**src/ctde_pkg.sv**
```systemverilog
// ----------------------------------------------------------------------------
// ctde_pkg: shared types and constants for the clock time digit editor
// Event codes, register map, digit state and result records.
// ----------------------------------------------------------------------------
package ctde_pkg;

  // Event codes carried on the input tuser
  typedef enum logic [2:0] {
    FUNC_START  = 3'd0,
    FUNC_OPTION = 3'd1,
    FUNC_UP     = 3'd2,
    FUNC_DOWN   = 3'd3,
    FUNC_TICK   = 3'd4
  } func_e;

  // Register map (word index taken from paddr[2])
  localparam logic       REG_IDLE_TIMEOUT   = 1'b0;
  localparam logic [15:0] IDLE_TIMEOUT_RESET = 16'd50;

  // Digit limits
  localparam logic [3:0] TOP_HOUR_TENS     = 4'd2;
  localparam logic [3:0] TOP_HOUR_ONES_LOW = 4'd3;
  localparam logic [3:0] TOP_DIGIT         = 4'd9;
  localparam logic [3:0] TOP_MINUTE_TENS   = 4'd5;

  // Edit positions
  localparam logic [1:0] POS_HOUR_TENS   = 2'd0;
  localparam logic [1:0] POS_HOUR_ONES   = 2'd1;
  localparam logic [1:0] POS_MINUTE_TENS = 2'd2;
  localparam logic [1:0] POS_MINUTE_ONES = 2'd3;

  // Editor state
  typedef struct packed {
    logic [1:0]  hour_tens;
    logic [3:0]  hour_ones;
    logic [2:0]  minute_tens;
    logic [3:0]  minute_ones;
    logic [1:0]  position;
    logic        session_open;
    logic [15:0] countdown;
  } edit_state_t;

  // One result item
  typedef struct packed {
    logic [5:0] final_minutes;
    logic [4:0] final_hours;
    logic       timed_out;
    logic       committed;
    logic       editing;
    logic [1:0] edit_position;
    logic [3:0] minute_ones;
    logic [2:0] minute_tens;
    logic [3:0] hour_ones;
    logic [1:0] hour_tens;
  } result_t;

  localparam int unsigned ResultW = $bits(result_t);

endpackage

```
**src/ctde_apb.sv**
```systemverilog
// ----------------------------------------------------------------------------
// ctde_apb: configuration register block
// Holds the idle timeout register behind a simple APB slave.
// ----------------------------------------------------------------------------
module ctde_apb (
  input  logic        clk_i,
  input  logic        rst_ni,
  input  logic        psel,
  input  logic        penable,
  input  logic        pwrite,
  input  logic [2:0]  paddr,
  input  logic [31:0] pwdata,
  output logic [31:0] prdata,
  output logic        pready,
  output logic [15:0] idle_timeout_o
);
  import ctde_pkg::*;

  logic [15:0] timeout_q;
  logic        wr_en;

  assign pready = 1'b1;
  assign wr_en  = psel && penable && pwrite && pready && (paddr[2] == REG_IDLE_TIMEOUT);

  always_ff @(posedge clk_i or negedge rst_ni) begin
    if (!rst_ni) begin
      timeout_q <= IDLE_TIMEOUT_RESET;
    end else if (wr_en) begin
      timeout_q <= pwdata[15:0];
    end
  end

  always_comb begin
    prdata = '0;
    if (paddr[2] == REG_IDLE_TIMEOUT) begin
      prdata = {16'd0, timeout_q};
    end
  end

  assign idle_timeout_o = timeout_q;

endmodule

```
**src/ctde_step.sv**
```systemverilog
// ----------------------------------------------------------------------------
// ctde_step: next-state and result logic for one event
// Pure combinational: current state plus one request in, new state and result out.
// ----------------------------------------------------------------------------
module ctde_step (
  input  ctde_pkg::edit_state_t state_i,
  input  logic [2:0]            func_i,
  input  logic [4:0]            start_hours_i,
  input  logic [5:0]            start_minutes_i,
  input  logic [15:0]           idle_timeout_i,
  output ctde_pkg::edit_state_t state_o,
  output ctde_pkg::result_t     result_o
);
  import ctde_pkg::*;

  function automatic logic [3:0] digit_step(input logic [3:0] d, input logic [3:0] top,
                                            input logic up);
    logic [3:0] r;
    if (up) begin
      r = (d < top) ? d + 4'd1 : 4'd0;
    end else begin
      r = ((d != 4'd0) && (d <= top)) ? d - 4'd1 : top;
    end
    return r;
  endfunction

  logic [4:0] hrs_sat;
  logic [5:0] min_sat;
  logic [1:0] h_tens;
  logic [4:0] h_ones;
  logic [2:0] m_tens;
  logic [5:0] m_ones;
  logic [3:0] cur_digit;
  logic [3:0] cur_top;
  logic [3:0] new_digit;
  logic [4:0] fh;
  logic [5:0] fm;
  logic       commit;
  logic       timeout;
  edit_state_t nx;

  // Saturate and split the start value into decimal digits
  always_comb begin
    hrs_sat = (start_hours_i > 5'd23) ? 5'd23 : start_hours_i;
    min_sat = (start_minutes_i > 6'd59) ? 6'd59 : start_minutes_i;

    if (hrs_sat >= 5'd20) begin
      h_tens = 2'd2;
      h_ones = hrs_sat - 5'd20;
    end else if (hrs_sat >= 5'd10) begin
      h_tens = 2'd1;
      h_ones = hrs_sat - 5'd10;
    end else begin
      h_tens = 2'd0;
      h_ones = hrs_sat;
    end

    if (min_sat >= 6'd50) begin
      m_tens = 3'd5;
      m_ones = min_sat - 6'd50;
    end else if (min_sat >= 6'd40) begin
      m_tens = 3'd4;
      m_ones = min_sat - 6'd40;
    end else if (min_sat >= 6'd30) begin
      m_tens = 3'd3;
      m_ones = min_sat - 6'd30;
    end else if (min_sat >= 6'd20) begin
      m_tens = 3'd2;
      m_ones = min_sat - 6'd20;
    end else if (min_sat >= 6'd10) begin
      m_tens = 3'd1;
      m_ones = min_sat - 6'd10;
    end else begin
      m_tens = 3'd0;
      m_ones = min_sat;
    end
  end

  // Selected digit and its upper limit
  always_comb begin
    case (state_i.position)
      POS_HOUR_TENS: begin
        cur_digit = {2'd0, state_i.hour_tens};
        cur_top   = TOP_HOUR_TENS;
      end
      POS_HOUR_ONES: begin
        cur_digit = state_i.hour_ones;
        cur_top   = (state_i.hour_tens == 2'd2) ? TOP_HOUR_ONES_LOW : TOP_DIGIT;
      end
      POS_MINUTE_TENS: begin
        cur_digit = {1'b0, state_i.minute_tens};
        cur_top   = TOP_MINUTE_TENS;
      end
      default: begin
        cur_digit = state_i.minute_ones;
        cur_top   = TOP_DIGIT;
      end
    endcase
    new_digit = digit_step(cur_digit, cur_top, func_i == FUNC_UP);
  end

  // Binary value of the digits: x*10 = x*8 + x*2
  assign fh = {state_i.hour_tens, 3'd0} + {2'd0, state_i.hour_tens, 1'b0}
            + {1'b0, state_i.hour_ones};
  assign fm = {state_i.minute_tens, 3'd0} + {2'd0, state_i.minute_tens, 1'b0}
            + {2'd0, state_i.minute_ones};

  always_comb begin
    nx      = state_i;
    commit  = 1'b0;
    timeout = 1'b0;
    case (func_i)
      FUNC_START: begin
        nx.hour_tens    = h_tens;
        nx.hour_ones    = h_ones[3:0];
        nx.minute_tens  = m_tens;
        nx.minute_ones  = m_ones[3:0];
        nx.position     = POS_HOUR_TENS;
        nx.session_open = 1'b1;
        nx.countdown    = idle_timeout_i;
      end
      FUNC_OPTION: begin
        if (state_i.session_open) begin
          nx.countdown = idle_timeout_i;
          if (state_i.position != POS_MINUTE_ONES) begin
            nx.position = state_i.position + 2'd1;
            // clamp hour ones to 3 when entering it under a tens of two
            if ((state_i.position == POS_HOUR_TENS) && (state_i.hour_tens == 2'd2)
                && (state_i.hour_ones > TOP_HOUR_ONES_LOW)) begin
              nx.hour_ones = TOP_HOUR_ONES_LOW;
            end
          end else begin
            commit          = 1'b1;
            nx.session_open = 1'b0;
            nx.position     = POS_HOUR_TENS;
            nx.countdown    = '0;
          end
        end
      end
      FUNC_UP, FUNC_DOWN: begin
        if (state_i.session_open) begin
          nx.countdown = idle_timeout_i;
          case (state_i.position)
            POS_HOUR_TENS:   nx.hour_tens   = new_digit[1:0];
            POS_HOUR_ONES:   nx.hour_ones   = new_digit;
            POS_MINUTE_TENS: nx.minute_tens = new_digit[2:0];
            default:         nx.minute_ones = new_digit;
          endcase
        end
      end
      FUNC_TICK: begin
        if (state_i.session_open) begin
          if (state_i.countdown <= 16'd1) begin
            timeout         = 1'b1;
            nx.session_open = 1'b0;
            nx.position     = POS_HOUR_TENS;
            nx.countdown    = '0;
          end else begin
            nx.countdown = state_i.countdown - 16'd1;
          end
        end
      end
      default: begin
        nx = state_i;
      end
    endcase
  end

  assign state_o = nx;

  always_comb begin
    result_o.hour_tens     = nx.hour_tens;
    result_o.hour_ones     = nx.hour_ones;
    result_o.minute_tens   = nx.minute_tens;
    result_o.minute_ones   = nx.minute_ones;
    result_o.edit_position = nx.session_open ? nx.position : POS_HOUR_TENS;
    result_o.editing       = nx.session_open;
    result_o.committed     = commit;
    result_o.timed_out     = timeout;
    result_o.final_hours   = commit ? fh : 5'd0;
    result_o.final_minutes = commit ? fm : 6'd0;
  end

endmodule

```
**src/clock_time_digit_editor.sv**
```systemverilog
// ----------------------------------------------------------------------------
// clock_time_digit_editor: HH:MM digit editor for a clock setting menu
// Takes start, option, up, down and tick events and returns the digit state.
// ----------------------------------------------------------------------------
//
// Channel    | Dir | Handshake                  | Payload
// -----------+-----+----------------------------+---------------------------------
// s_axis     | in  | tvalid/tready              | tuser: func; tdata: hours, minutes
// m_axis     | out | tvalid/tready              | tdata: digits, position, flags
// apb        | in  | psel/penable, pready = 1   | idle_timeout_ticks at byte 0
//
// Throughput: one request per cycle sustained while m_axis_tready holds. A
// request is captured in the input register, evaluated against the editor
// state and written into the result register when the result slot is free
// or draining. The editor state register updates in the same cycle as the
// result register, so each request sees everything before it.
// Reset: asynchronous, active low; digits, position, session and countdown
// clear, the timeout register returns to 50.
// Stalls: a held result blocks the evaluation step; the input register still
// takes one request while a result waits, after which tready drops.
// ----------------------------------------------------------------------------
module clock_time_digit_editor (
  input  logic        clk_i,
  input  logic        rst_ni,

  // Request channel
  input  logic        s_axis_tvalid,
  output logic        s_axis_tready,
  input  logic [2:0]  s_axis_tuser,   // [2:0] func
  input  logic [15:0] s_axis_tdata,   // [4:0] start_hours, [10:5] start_minutes, rest zero

  // Result channel
  output logic        m_axis_tvalid,
  input  logic        m_axis_tready,
  // [1:0] hour_tens, [5:2] hour_ones, [8:6] minute_tens, [12:9] minute_ones,
  // [14:13] edit_position, [15] editing, [16] committed, [17] timed_out,
  // [22:18] final_hours, [28:23] final_minutes, [31:29] zero
  output logic [31:0] m_axis_tdata,

  // Configuration
  input  logic        psel,
  input  logic        penable,
  input  logic        pwrite,
  input  logic [2:0]  paddr,
  input  logic [31:0] pwdata,
  output logic [31:0] prdata,
  output logic        pready
);
  import ctde_pkg::*;

  // Input register
  logic        in_valid_q;
  logic [2:0]  in_func_q;
  logic [4:0]  in_hours_q;
  logic [5:0]  in_minutes_q;

  // Editor state
  edit_state_t state_q;
  edit_state_t state_d;

  // Result register
  logic        out_valid_q;
  result_t     out_q;
  result_t     out_d;

  logic [15:0] idle_timeout;
  logic        advance;

  ctde_apb u_apb (
    .clk_i          (clk_i),
    .rst_ni         (rst_ni),
    .psel           (psel),
    .penable        (penable),
    .pwrite         (pwrite),
    .paddr          (paddr),
    .pwdata         (pwdata),
    .prdata         (prdata),
    .pready         (pready),
    .idle_timeout_o (idle_timeout)
  );

  ctde_step u_step (
    .state_i         (state_q),
    .func_i          (in_func_q),
    .start_hours_i   (in_hours_q),
    .start_minutes_i (in_minutes_q),
    .idle_timeout_i  (idle_timeout),
    .state_o         (state_d),
    .result_o        (out_d)
  );

  // Evaluate when a request is held and the result slot is free or draining
  assign advance       = in_valid_q && (!out_valid_q || m_axis_tready);
  assign s_axis_tready = !in_valid_q || advance;

  always_ff @(posedge clk_i or negedge rst_ni) begin
    if (!rst_ni) begin
      in_valid_q <= 1'b0;
    end else if (s_axis_tready) begin
      in_valid_q <= s_axis_tvalid;
    end
  end

  // Payload, no reset
  always_ff @(posedge clk_i) begin
    if (s_axis_tvalid && s_axis_tready) begin
      in_func_q    <= s_axis_tuser;
      in_hours_q   <= s_axis_tdata[4:0];
      in_minutes_q <= s_axis_tdata[10:5];
    end
  end

  always_ff @(posedge clk_i or negedge rst_ni) begin
    if (!rst_ni) begin
      state_q <= '0;
    end else if (advance) begin
      state_q <= state_d;
    end
  end

  always_ff @(posedge clk_i or negedge rst_ni) begin
    if (!rst_ni) begin
      out_valid_q <= 1'b0;
    end else if (advance) begin
      out_valid_q <= 1'b1;
    end else if (m_axis_tready) begin
      out_valid_q <= 1'b0;
    end
  end

  always_ff @(posedge clk_i) begin
    if (advance) begin
      out_q <= out_d;
    end
  end

  assign m_axis_tvalid = out_valid_q;
  assign m_axis_tdata  = {{(32 - ResultW){1'b0}}, out_q};

endmodule
```
**config.mk**
```make
export PLATFORM = sky130hd
export DESIGN_NAME = clock_time_digit_editor
export DESIGN_NICKNAME = d
export VERILOG_FILES = /design/src/ctde_pkg.sv /design/src/ctde_apb.sv /design/src/ctde_step.sv /design/src/clock_time_digit_editor.sv
export SDC_FILE = /design/constraint.sdc
export NUM_CORES = 1
export LEC_CHECK = 0
export ABC_AREA = 1
export BUFFER_PORTS_ARGS = -buffer_cell sky130_fd_sc_hd__buf_2
export CAP_MARGIN = 20
export CELL_PAD_IN_SITES_DETAIL_PLACEMENT = 1
export CELL_PAD_IN_SITES_GLOBAL_PLACEMENT = 2
export CORE_ASPECT_RATIO = 1.1
export CORE_MARGIN = 4
export CORE_UTILIZATION = 30
export CTS_CLUSTER_DIAMETER = 80
export DETAILED_ROUTE_END_ITERATION = 12
export GPL_ROUTABILITY_DRIVEN = 0
export PLACE_DENSITY = 0.89
export RECOVER_POWER = 25
export SYNTH_ARGS = -nofsm -noshare
export SYNTH_HDL_FRONTEND = slang
export SYNTH_HIERARCHICAL = 1
export SYNTH_SLANG_ARGS = --single-unit
```
**constraint.sdc**
```tcl
create_clock -name clk_i -period 6.9 [get_ports clk_i]
set_input_delay 0 -clock clk_i [delete_from_list [all_inputs] [get_ports clk_i]]
set_output_delay 0 -clock clk_i [all_outputs]
set_load 0.05 [all_outputs]
```
==> reports/results.ini <==
[pwr]
irDropWorstVdd_mv = 0.117
leakage_nw = 3.71
power.density_nw_per_um2 = 360

[global_routing]
grt_usage_pct = 16.5
grt_pass1_vias = 6263
met2_usage_pct = 30.3
grt_antenna_before_repair = 0
grt_overflow = 0
busiest_layer = met2
grt_max_degree = 51
grt_use_met1_pct = 19.6
met3_usage_pct = 2.14
grt_pass1_wl_um = 32100

[timing]
final_max_slew_viol_count = 51
setup_viol = 0
max_freq_mhz = 288
skew_ns = 0.0104
fin_setup_tns_ns = 0
period_minus_slack_ns = 3.47
final_hold_viol_count = 0
worst_pin_slew_ns = 2.96
min_period_over_period_pct = 50.3
rsz0062_at_grt = false
max_slew_margin_pct = -97.6

[logic_synthesis]
avgSynthCellArea_um2 = 7.51
postSynth.asyncResetShare_pct = 53.8
ys_seq_area_share_pct = 38.6
ys_types = 45
synthFlopType = dfrtp_1
syn_area_um2 = 6600
synth_edf_count = 43
ys_top_cells_by_count = nand2_1, inv_1, nand3_1
synth-seq-cells = 93
synth_area_leader_cell = edfxtp_1
synth_most_common_cell = nand2_1
yosysWarnings = 6
synth_area_leaders = edfxtp_1, dfrtp_1, nand2_1
synth_top_area_share_pct = 19.6
synthCells = 878

[clock_network]
ctsResizeCount = 0
worstSkewPairLatency_ns = 0.36
cts_buffers = 9
clk_pin_slew_ns = 0.07
numClockSinks = 93
post-cts-setup-buffers = 0
holdBufCountCts = 32
cts_tree = done
htreeDepth = 3
root_buffer = clkbuf_16
clockBufferDepth = 2

[critical_path]
critPathRequiredTime_ns = 7.20
crit_end = state_q[15]$_DFFE_PN0P_
crit_top_cell = nor2_1
reg2reg_depth = 11
r2r_setup_slack_ns = 3.43
crit_start = in_func_q[0]$_DFFE_PP_
r2r-start = in_func_q[0]$_DFFE_PP_
worst_setup_path_end_kind = flip-flop
worst-path-max-fanout = 16
slowest_delay_ns = 0.71
cp_slowest_cell = nor2_1
critPathLaunchType = flip-flop
critPathKind = reg -> reg
reg2reg_to = state_q[15]$_DFFE_PN0P_
arrival_ns = 3.77
cp_cell_sequence = nor2_2 > inv_1 > nor2_1 > nor2_1 > o21ai_1 > nand2_1 > o21ai_0 > nor2_1 > a21oi_1 > nand3_1 > nand2_1

[finish]
drive_gt1_share_pct = 12.1
area_growth_pct = 15.9
fin_cells = 1256
nets = 1054
final_area_um2 = 7650
final_util_pct = 35.6
num_antenna_cells = 0

[placement]
place_inst = 1207
portBuffers = 84
dp_hpwl_um = 14000
dpl_cell_area_um2 = 7010

[routing]
postRouteWirelength_um = 19500
drt_iter0_markers = 211
drt_first_pass_iters = 4
drtAntennaViolNets = 0
post_drt_wl_per_cell_um = 15.5
viasPerCell = 4.76
drc = 0
vias = 5978

[worst_hold_path]
hp-start = m_axis_tready
hp-class = in -> reg

[run]
maxCapViolations = 1

[floorplanning]
start_util_pct = 30.7
core_area_um2 = 21500
ios = 128
rows = 56
dieArea_um2 = 24400
die_y_um = 164
dieWidth_um = 149

[run_status]
outcome = complete, but fails checks
failed_checks = max-capacitance violations, max-slew violations

[cells in the final DEF, fill, tap and decap left out, types with 3 or more instances in the layout]
cell and count:
inv_2 5, clkbuf_16 11, a21oi_1 44, conb_1 20, nand3_1 95, o211ai_1 4, o21ai_0 33, a22oi_1 13
nor4_1 4, nand2_1 214, xnor2_1 4, nor2_1 95, clkbuf_1 20, buf_2 66, dlygate4sd3_1 32, nand2_2 12
a31oi_1 3, nand4_1 9, dfstp_2 3, dfrtp_1 46, nor3_1 9, nor2_2 4, edfxtp_1 43, inv_1 100
o21ai_1 6, ha_1 29, fa_1 3, xor2_1 13
[power by group]
part / total [mW] / internal [mW] / switching [mW]
Clock: 0.561 / 0.345 / 0.217
Sequential: 0.934 / 0.736 / 0.198
Combinational: 1.26 / 0.391 / 0.870
[worst max-delay path, delay by kind of cell, from the launching register on]
| family | cells | cell delay, ns |
|---|---|---|
| buffers and inverters | 1 | 0.19 |
| AOI/OAI and AO/OA | 3 | 0.87 |
| and+or+nand+nor | 7 | 1.89 |
| DFF | 1 | 0.43 |
[per-layer routing]
metal	up-vias	wire length (um)
li1	2967	-
met1	2873	8370
met2	117	10100
met3	21	640
met4	0	374
met5	-	0
[metrics by stage]
| stage | setup slack, ns | power, mW | hold slack [ns] |
|---|---|---|---|
| after global placement | 3.52 | 2.15 | 0.178 |
| final | 3.43 | 2.76 | 0.0378 |
| after floorplan | 4.31 | 1.91 | -0.296 |
| after detailed placement | 3.46 | 2.18 | 0.179 |
| after global routing | 2.99 | 2.98 | 0.0535 |
| after CTS | 3.43 | 2.77 | 0.0320 |
[sequential cells by signal, summed over array words and instances (netlist names)]
signal and count:
in_minutes_q 6, in_func_q 3, in_hours_q 5, m_axis_tdata 29, m_axis_tvalid 1, state_q 32, u_apb/idle_timeout_o 16, in_valid_q 1
[how the worst min path moves through the flow]
| stage | end | slack (ns) | depth (start not counted) |
|---|---|---|---|
| 4_1_cts | in_valid_q$_DFFE_PN0P_ | 0.03 | 4 |
| 2_1_floorplan | in_valid_q$_DFFE_PN0P_ | -0.30 | 0 |
| 5_1_grt | in_valid_q$_DFFE_PN0P_ | 0.05 | 4 |
| 3_5_place_dp | in_hours_q[3]$_DFFE_PP_ | 0.18 | 1 |
| 3_3_place_gp | state_q[24]$_DFFE_PN0P_ | 0.18 | 2 |
| 6_report | in_valid_q$_DFFE_PN0P_ | 0.04 | 4 |
[layout make-up]
| type | instances | area (um2) |
|---|---|---|
| clock buffer | 14 | 307 |
| fill | 2667 | 13900 |
| inverter | 106 | 398 |
| sequential | 93 | 2550 |
| tap | 290 | 363 |
| timing repair buffer | 120 | 764 |
| clock inverter | 2 | 35.0 |
| multi-input combinational | 631 | 3240 |
[cells by family after synthesis]
kind of cell,count (synthesis),synth area share [%]
flops,93,38.6
fa+ha+maj,32,6.41
xor+xnor,17,2.26
compound gates,113,9.84
buf+inv,171,13.0
simple gates,449,29.8
other cells,3,0.171
(Power assumes the default switching activity.)
